$ cat config.mk
export PLATFORM = sky130hd
export DESIGN_NAME = priority_ring_queue
export DESIGN_NICKNAME = d
export VERILOG_FILES = /design/src/sv/prq_pkg.sv /design/src/sv/prq_ram.sv /design/src/sv/priority_ring_queue.sv
export SDC_FILE = /design/constraint.sdc
export NUM_CORES = 1
export LEC_CHECK = 0
export BUFFER_PORTS_ARGS = -buffer_cell sky130_fd_sc_hd__clkbuf_2
export CAP_MARGIN = 20
export CORE_AREA = 2 2 243 245
export DETAILED_ROUTE_END_ITERATION = 8
export DIE_AREA = 0 0 245 247
export PLACE_DENSITY = 0.68
export RECOVER_POWER = 50
export SLEW_MARGIN = 30
export SYNTH_ARGS = -nofsm -noshare
export SYNTH_HDL_FRONTEND = slang
export SYNTH_SLANG_ARGS = --single-unit
$ cat constraint.sdc
create_clock -name i_clk -period 7.7 [get_ports i_clk]
set_clock_uncertainty 0.15 [all_clocks]
set_input_delay 1.54 -clock i_clk [delete_from_list [all_inputs] [get_ports i_clk]]
set_output_delay 1.54 -clock i_clk [all_outputs]
set_load 0.02 [all_outputs]
$ cat src/sv/prq_pkg.sv
// Package for the priority ring queue: sizes, request and result types, helpers.
package prq_pkg;

    localparam int QUEUE_DEPTH   = 16;
    localparam int PAYLOAD_WIDTH = 32;
    localparam int PRIO_WIDTH    = 4;

    localparam int PTR_W   = $clog2(QUEUE_DEPTH);
    localparam int CNT_W   = $clog2(QUEUE_DEPTH + 1);
    localparam int ENTRY_W = PRIO_WIDTH + PAYLOAD_WIDTH;

    typedef enum logic {
        REQ_PUSH = 1'b0,
        REQ_POP  = 1'b1
    } t_req;

    typedef enum logic [1:0] {
        STAT_OK    = 2'd0,
        STAT_FULL  = 2'd1,
        STAT_EMPTY = 2'd2
    } t_status;

    typedef enum logic [1:0] {
        S_IDLE,
        S_SCAN,
        S_WB,
        S_FIN
    } t_state;

    typedef struct packed {
        t_req                     req_type;
        logic [PAYLOAD_WIDTH-1:0] payload_in;
        logic [PRIO_WIDTH-1:0]    prio_in;
    } t_in_item;

    typedef struct packed {
        t_status                  status;
        logic [PAYLOAD_WIDTH-1:0] payload_out;
        logic [CNT_W-1:0]         occupancy;
    } t_out_item;

    function automatic logic [PTR_W-1:0] next_slot(input logic [PTR_W-1:0] p);
        logic [PTR_W-1:0] r;
        if (p == PTR_W'(QUEUE_DEPTH - 1)) begin
            r = '0;
        end else begin
            r = p + PTR_W'(1);
        end
        return r;
    endfunction

endpackage

$ cat src/sv/prq_ram.sv
// Generic single-clock RAM, one write port and one registered read port.
module prq_ram #(
    parameter int WIDTH = 8,
    parameter int DEPTH = 16
) (
    input  logic                     i_clk,
    input  logic                     i_we,
    input  logic [$clog2(DEPTH)-1:0] i_waddr,
    input  logic [WIDTH-1:0]         i_wdata,
    input  logic [$clog2(DEPTH)-1:0] i_raddr,
    output logic [WIDTH-1:0]         o_rdata
);

    logic [WIDTH-1:0] r_mem [DEPTH];
    logic [WIDTH-1:0] r_rdata;

    always_ff @(posedge i_clk) begin
        if (i_we) begin
            r_mem[i_waddr] <= i_wdata;
        end
        r_rdata <= r_mem[i_raddr];
    end

    assign o_rdata = r_rdata;

endmodule

$ cat src/sv/priority_ring_queue.sv
// Priority ring queue top level: request sequencer around one entry RAM.
//
// Requests arrive on i_in_valid / o_in_ready / i_in_data and results leave on
// o_out_valid / i_out_ready / o_out_data, one result per request.
// A push stores payload and priority at the tail; a full queue returns
// STAT_FULL. A pop scans the live entries from head to tail, one RAM read per
// cycle, returns the first entry with the highest priority, moves the head
// entry into the freed slot and advances the head; an empty queue returns
// STAT_EMPTY. occupancy is the entry count after the request.
// A push or an empty pop goes from S_IDLE straight to S_FIN, which registers
// the result; a pop of a non-empty queue first passes through S_SCAN, which
// walks the live entries through the entry RAM's single read port, then S_WB.
// One request is handled at a time; o_in_ready is high only while idle, so a
// new request is taken only after S_FIN has registered the previous result.
// A new request can be accepted while the previous result waits in the output
// register; its result is held back until that one is taken.
// Reset empties the queue (head, tail, count cleared) and drops any result;
// RAM contents are not cleared and are only read after being written.
module priority_ring_queue
    import prq_pkg::*;
(
    input  logic      i_clk,
    input  logic      i_rst_n,
    input  logic      i_in_valid,
    output logic      o_in_ready,
    input  t_in_item  i_in_data,
    output logic      o_out_valid,
    input  logic      i_out_ready,
    output t_out_item o_out_data
);

    t_state             r_state, n_state;
    logic [PTR_W-1:0]   r_head, n_head;
    logic [PTR_W-1:0]   r_tail, n_tail;
    logic [CNT_W-1:0]   r_count, n_count;
    logic [CNT_W-1:0]   r_issued, n_issued;
    logic [PTR_W-1:0]   r_scan_ptr, n_scan_ptr;
    logic               r_rd_vld, n_rd_vld;
    logic [PTR_W-1:0]   r_rd_addr, n_rd_addr;
    logic               r_first, n_first;
    logic               r_out_valid, n_out_valid;
    t_in_item           r_req, n_req;
    t_out_item          r_out, n_out;
    logic [PTR_W-1:0]   r_best_idx, n_best_idx;
    logic [ENTRY_W-1:0] r_best, n_best;
    logic [ENTRY_W-1:0] r_head_entry, n_head_entry;

    logic               ram_we;
    logic [PTR_W-1:0]   ram_waddr;
    logic [ENTRY_W-1:0] ram_wdata;
    logic [ENTRY_W-1:0] ram_rdata;
    logic               out_free;

    prq_ram #(
        .WIDTH (ENTRY_W),
        .DEPTH (QUEUE_DEPTH)
    ) u_ram (
        .i_clk   (i_clk),
        .i_we    (ram_we),
        .i_waddr (ram_waddr),
        .i_wdata (ram_wdata),
        .i_raddr (r_scan_ptr),
        .o_rdata (ram_rdata)
    );

    assign out_free = !r_out_valid || i_out_ready;

    always_comb begin
        n_state      = r_state;
        n_head       = r_head;
        n_tail       = r_tail;
        n_count      = r_count;
        n_issued     = r_issued;
        n_scan_ptr   = r_scan_ptr;
        n_rd_vld     = 1'b0;
        n_rd_addr    = r_scan_ptr;
        n_first      = r_first;
        n_req        = r_req;
        n_out        = r_out;
        n_out_valid  = r_out_valid && !i_out_ready;
        n_best_idx   = r_best_idx;
        n_best       = r_best;
        n_head_entry = r_head_entry;
        ram_we       = 1'b0;
        ram_waddr    = r_best_idx;
        ram_wdata    = r_head_entry;
        o_in_ready   = 1'b0;

        // scan result compare, one entry per cycle
        if (r_rd_vld) begin
            if (r_first) begin
                n_first      = 1'b0;
                n_head_entry = ram_rdata;
                n_best       = ram_rdata;
                n_best_idx   = r_rd_addr;
            end else if (ram_rdata[ENTRY_W-1 -: PRIO_WIDTH] > r_best[ENTRY_W-1 -: PRIO_WIDTH]) begin
                n_best       = ram_rdata;
                n_best_idx   = r_rd_addr;
            end
        end

        case (r_state)
            S_IDLE: begin
                o_in_ready = 1'b1;
                if (i_in_valid) begin
                    n_req = i_in_data;
                    if (i_in_data.req_type == REQ_POP && r_count != '0) begin
                        n_state    = S_SCAN;
                        n_scan_ptr = r_head;
                        n_issued   = '0;
                        n_first    = 1'b1;
                    end else begin
                        n_state = S_FIN;
                    end
                end
            end
            S_SCAN: begin
                if (r_issued != r_count) begin
                    n_rd_vld   = 1'b1;
                    n_scan_ptr = next_slot(r_scan_ptr);
                    n_issued   = r_issued + CNT_W'(1);
                end else if (!r_rd_vld) begin
                    n_state = S_WB;
                end
            end
            S_WB: begin
                ram_we    = 1'b1;
                ram_waddr = r_best_idx;
                ram_wdata = r_head_entry;
                n_state   = S_FIN;
            end
            S_FIN: begin
                if (out_free) begin
                    n_state           = S_IDLE;
                    n_out_valid       = 1'b1;
                    n_out.status      = STAT_OK;
                    n_out.payload_out = '0;
                    n_out.occupancy   = r_count;
                    if (r_req.req_type == REQ_PUSH) begin
                        if (r_count == CNT_W'(QUEUE_DEPTH)) begin
                            n_out.status = STAT_FULL;
                        end else begin
                            ram_we          = 1'b1;
                            ram_waddr       = r_tail;
                            ram_wdata       = {r_req.prio_in, r_req.payload_in};
                            n_tail          = next_slot(r_tail);
                            n_count         = r_count + CNT_W'(1);
                            n_out.occupancy = r_count + CNT_W'(1);
                        end
                    end else begin
                        if (r_count == '0) begin
                            n_out.status = STAT_EMPTY;
                        end else begin
                            n_out.payload_out = r_best[PAYLOAD_WIDTH-1:0];
                            n_head            = next_slot(r_head);
                            n_count           = r_count - CNT_W'(1);
                            n_out.occupancy   = r_count - CNT_W'(1);
                        end
                    end
                end
            end
            default: begin
                n_state = S_IDLE;
            end
        endcase
    end

    always_ff @(posedge i_clk) begin
        if (!i_rst_n) begin
            r_state     <= S_IDLE;
            r_head      <= '0;
            r_tail      <= '0;
            r_count     <= '0;
            r_issued    <= '0;
            r_rd_vld    <= 1'b0;
            r_first     <= 1'b0;
            r_out_valid <= 1'b0;
        end else begin
            r_state     <= n_state;
            r_head      <= n_head;
            r_tail      <= n_tail;
            r_count     <= n_count;
            r_issued    <= n_issued;
            r_rd_vld    <= n_rd_vld;
            r_first     <= n_first;
            r_out_valid <= n_out_valid;
        end
    end

    always_ff @(posedge i_clk) begin
        r_scan_ptr   <= n_scan_ptr;
        r_rd_addr    <= n_rd_addr;
        r_req        <= n_req;
        r_out        <= n_out;
        r_best_idx   <= n_best_idx;
        r_best       <= n_best;
        r_head_entry <= n_head_entry;
    end

    assign o_out_valid = r_out_valid;
    assign o_out_data  = r_out;

    a_count_range: assert property (@(posedge i_clk) disable iff (!i_rst_n)
        r_count <= CNT_W'(QUEUE_DEPTH))
        else $error("entry count above queue depth");

    a_ptrs_meet: assert property (@(posedge i_clk) disable iff (!i_rst_n)
        (r_count == '0 || r_count == CNT_W'(QUEUE_DEPTH)) |-> r_head == r_tail)
        else $error("head and tail disagree with entry count");

    a_scan_nonempty: assert property (@(posedge i_clk) disable iff (!i_rst_n)
        r_state == S_SCAN |-> r_count != '0)
        else $error("scan started on empty queue");

    a_wb_drained: assert property (@(posedge i_clk) disable iff (!i_rst_n)
        r_state == S_WB |-> !r_rd_vld && !r_first && r_issued == r_count)
        else $error("write-back before scan finished");

    a_write_place: assert property (@(posedge i_clk) disable iff (!i_rst_n)
        ram_we |-> (r_state == S_WB || r_state == S_FIN))
        else $error("RAM write outside write-back or finish");

    a_result_held: assert property (@(posedge i_clk) disable iff (!i_rst_n)
        (r_state == S_FIN && !out_free) |=> r_state == S_FIN && $stable(r_count))
        else $error("request finished while result register busy");

endmodule
==> results.yml <==
final_layout:
  nFillCells: 4226
  layoutNonFillerInstCount: 2379
  drive_gt1_frac: 0.2198
  final_nets: 1595
  diodes: 0
  multiInputGateArea_um2: 6260
  seq_area_um2: 23240
  area_delta_synth_final_pct: 12.66
power_and_ir_drop:
  power_leakage_nw: 10.85
  powerDensity_nw_per_um2: 342.9
  p_sw_mw: 2.918
  power_frac_seq: 0.462
  internal_power_mw: 8.610
  swShare: 0.2531
  power_frac_clock: 0.322
  power_frac_comb: 0.217
  irDropWorstVdd_mv: 0.2777
cts:
  cts_tree: "yes"
  htreeDepth: 3
  cts_setup_buffers: 0
  numCtsBuffers: 80
  root_buffer: "clkbuf_16"
  clkTransAtPathRegs_ns: 0.06
  clock_latency_ns: 0.61
  hold_buffers: 0
  cts.sinks: 795
  cts.path.max_buffers: 3
  cts_resized: 0
detailed_routing:
  wl_met2_um: 29740
  ant_nets: 0
  dr.pass1.iters: 5
  wl_per_cell_um: 24.84
  drtIter0Drc: 1272
  drc: 0
  routed_via_density: 5.799
  wirelength_um: 59100
  dr.max_layer_used: "met5"
  num_vias: 13800
  wl_met1_um: 25370
  wl_met3_um: 2930
logic_synthesis:
  synth_top_area_frac: 0.7365
  synth_warnings: 0
  synth.net_count: 1472
  synthCells: 1417
  synthMostInstantiatedCell: "edfxtp_1"
  synthDistinctLibCells: 56
  synth_commonest_cells: "732 x edfxtp_1, 156 x mux4_2, 138 x nand2_1, 63 x dfxtp_1, 39 x and2_1"
  netlist_area_um2: 29840
  synth_area_leaders: "edfxtp_1 74%, mux4_2 12%, dfxtp_1 4.2%"
  ys_seq_area_frac: 0.7788
  synth-edff-count: 732
  synth_area_per_cell_um2: 21.06
  synth-seq-cells: 795
  synth_area_leader_cell: "edfxtp_1"
  synth_flop_cell: "edfxtp_1"
  synthArstFlopShare: 0
critical_path:
  start_kind: "primary input"
  cp_slowest_cell: "clkbuf_1"
  worstReg2RegStart: "n_rd_addr[1]"
  reg2reg_depth: 5
  crit_arrival_ns: 5.44
  path_max_fanout: 46
  end_kind: "flop"
  required_ns: 8.08
  r2r-end: "n_rd_addr[3]"
  cpPeakStageDelay_ns: 2.29
  critPathKind: "in -> reg"
  worst-r2r-setup-slack_ns: 2.90
  cp_cell_sequence: "clkbuf_1 -> nand2b_1 -> nand2_1 -> inv_1 -> clkbuf_1 -> nand2_1 -> a311o_1 -> a21boi_0"
sta:
  period_minus_slack_ns: 5.063
  max_freq_ghz: 0.1975
  period_share: 0.6576
  tns_ns: 0
  hold_viol: 0
  worst_pin_slew_ns: 4.236
  setup_viol: 0
  rsz0062_at_grt: "false"
  finalMaxSlewViolations: 445
  relSlewSlack: -1.824
global_route:
  grt_overflow_total: 0
  grt_pass1_wl_um: 89200
  antenna_found_initial: 1
  grt_max_degree: 149
  grt_usage: 0.2003
  grt_pass1_vias: 14330
min_path:
  hp-start: "r_rd_addr[1]"
  hold_path_class: "reg -> reg"
  worstHoldPathCells: 0
  hold_end: "r_best_idx[1]"
placement:
  io_buffers: 81
  dp.cells: 2231
  place_congestion: 0.7931
  dp_hpwl_um: 31330
floorplan:
  rows: 89
  initial_utilization: 0.5124
  die_area_um2: 60520
  die_h_um: 247
  core-area_um2: 58240
  die_x_um: 245
  num_io_pins: 82
run:
  drv_cap: 10
run_status:
  status: "finished, violations left"
  violations: "max-capacitance violations, max-slew violations"
## cell families (layout without fill, tap and decap cells)
| kind of cell | Yosys count | in the layout | share of synthesized area |
|---|---|---|---|
| and+or+nand+nor | 255 | 255 | 0.04096 |
| DFF | 795 | 795 | 0.7788 |
| muxes | 185 | 185 | 0.1406 |
| AOI/OAI and AO/OA | 69 | 69 | 0.01555 |
| buffers and inverters | 89 | 278 | 0.01530 |
| xor gates and xnor gates | 10 | 10 | 0.002935 |
| adders and majority gates | 14 | 14 | 0.005869 |
## metal layers
metal	track usage	up-vias
li1	-	6006
met1	0.2778	7311
met2	0.3346	390
met3	0.03061	86
met4	0.05560	2
met5	0	-
## final cells by class
cell class,count,area share
inverters,21,0.002382
flip-flops and latches,795,0.6913
multi-input cells,533,0.1862
repair buffers,109,0.01634
clock buffers,118,0.06873
well taps,773,0.02876
clock inverters,30,0.006363
## layout by cell type (no fill, tap or decap), types with 3 or more instances in the layout
master and n:
nor2_1 15, clkbuf_2 36, clkinv_1 8, inv_1 19
a21boi_0 5, nand2b_1 4, nand3_1 9, mux4_1 24
clkbuf_1 79, nor3b_1 3, or3_1 3, clkinv_2 13
a21oi_1 13, a311oi_1 4, o21ai_0 12, mux2i_1 3
dfxtp_1 63, clkbuf_16 85, mux4_2 156, nand4_1 5
a31oi_1 8, edfxtp_1 732, nor3_1 3, clkinvlp_4 6
nor4b_1 5, clkbuf_8 6, ha_1 14, nor2_4 15
a21o_1 5, and2_1 12, nand2_1 137, and2_0 26
o21a_1 3, xnor2_1 10, buf_4 19, nor2b_1 6
## worst max-delay path: cells and delay by family
family                 cells  cell delay (ns)
and+or+nand+nor            3             0.72
buffers and inverters      3             2.49
AOI/OAI and AO/OA          2             0.66
## sequential cells by signal (all words and copies together), names as in the netlist, 5 cells and up
signal,flops
u_ram.o_rdata,36
r_best,36
r_req,37
u_ram.r_mem,576
r_head_entry,36
o_out_data,39
r_count,5
r_issued,5
## power groups by stage
stage,clock network (mW),registers [mW],logic (mW)
2_1_floorplan,0,5.38,1.78
3_3_place_gp,0,5.39,2.35
3_5_place_dp,0,5.40,2.39
4_1_cts,3.79,5.32,2.41
5_1_grt,3.96,5.35,2.70
6_report,3.71,5.32,2.50
## through the flow
stage               setup WS (ns)  cell area, um^2  hold WS (ns)  utilization  total power, mW
finish                      2.637            33620        0.2517       0.5773            11.53
global route                2.196            33620        0.2596       0.5773            12.01
CTS                         3.173            33750        0.2497       0.5796            11.51
detailed placement          2.724            31230        0.2404       0.5362            7.794
global placement            2.807            31220        0.2364       0.5361            7.745
floorplan                   1.171            29840        0.1962            -            7.166
## worst max-delay path by stage
stage	end	startpoint
2_1_floorplan	u_ram.r_mem[8][0]	i_out_ready
3_3_place_gp	u_ram.r_mem[1][16]	i_out_ready
3_5_place_dp	u_ram.r_mem[2][24]	i_out_ready
4_1_cts	u_ram.r_mem[2][17]	r_count[0]
5_1_grt	r_head[0]	i_out_ready
6_report	r_head[0]	i_out_ready
Note: power is estimated with default switching activity, not from simulation.
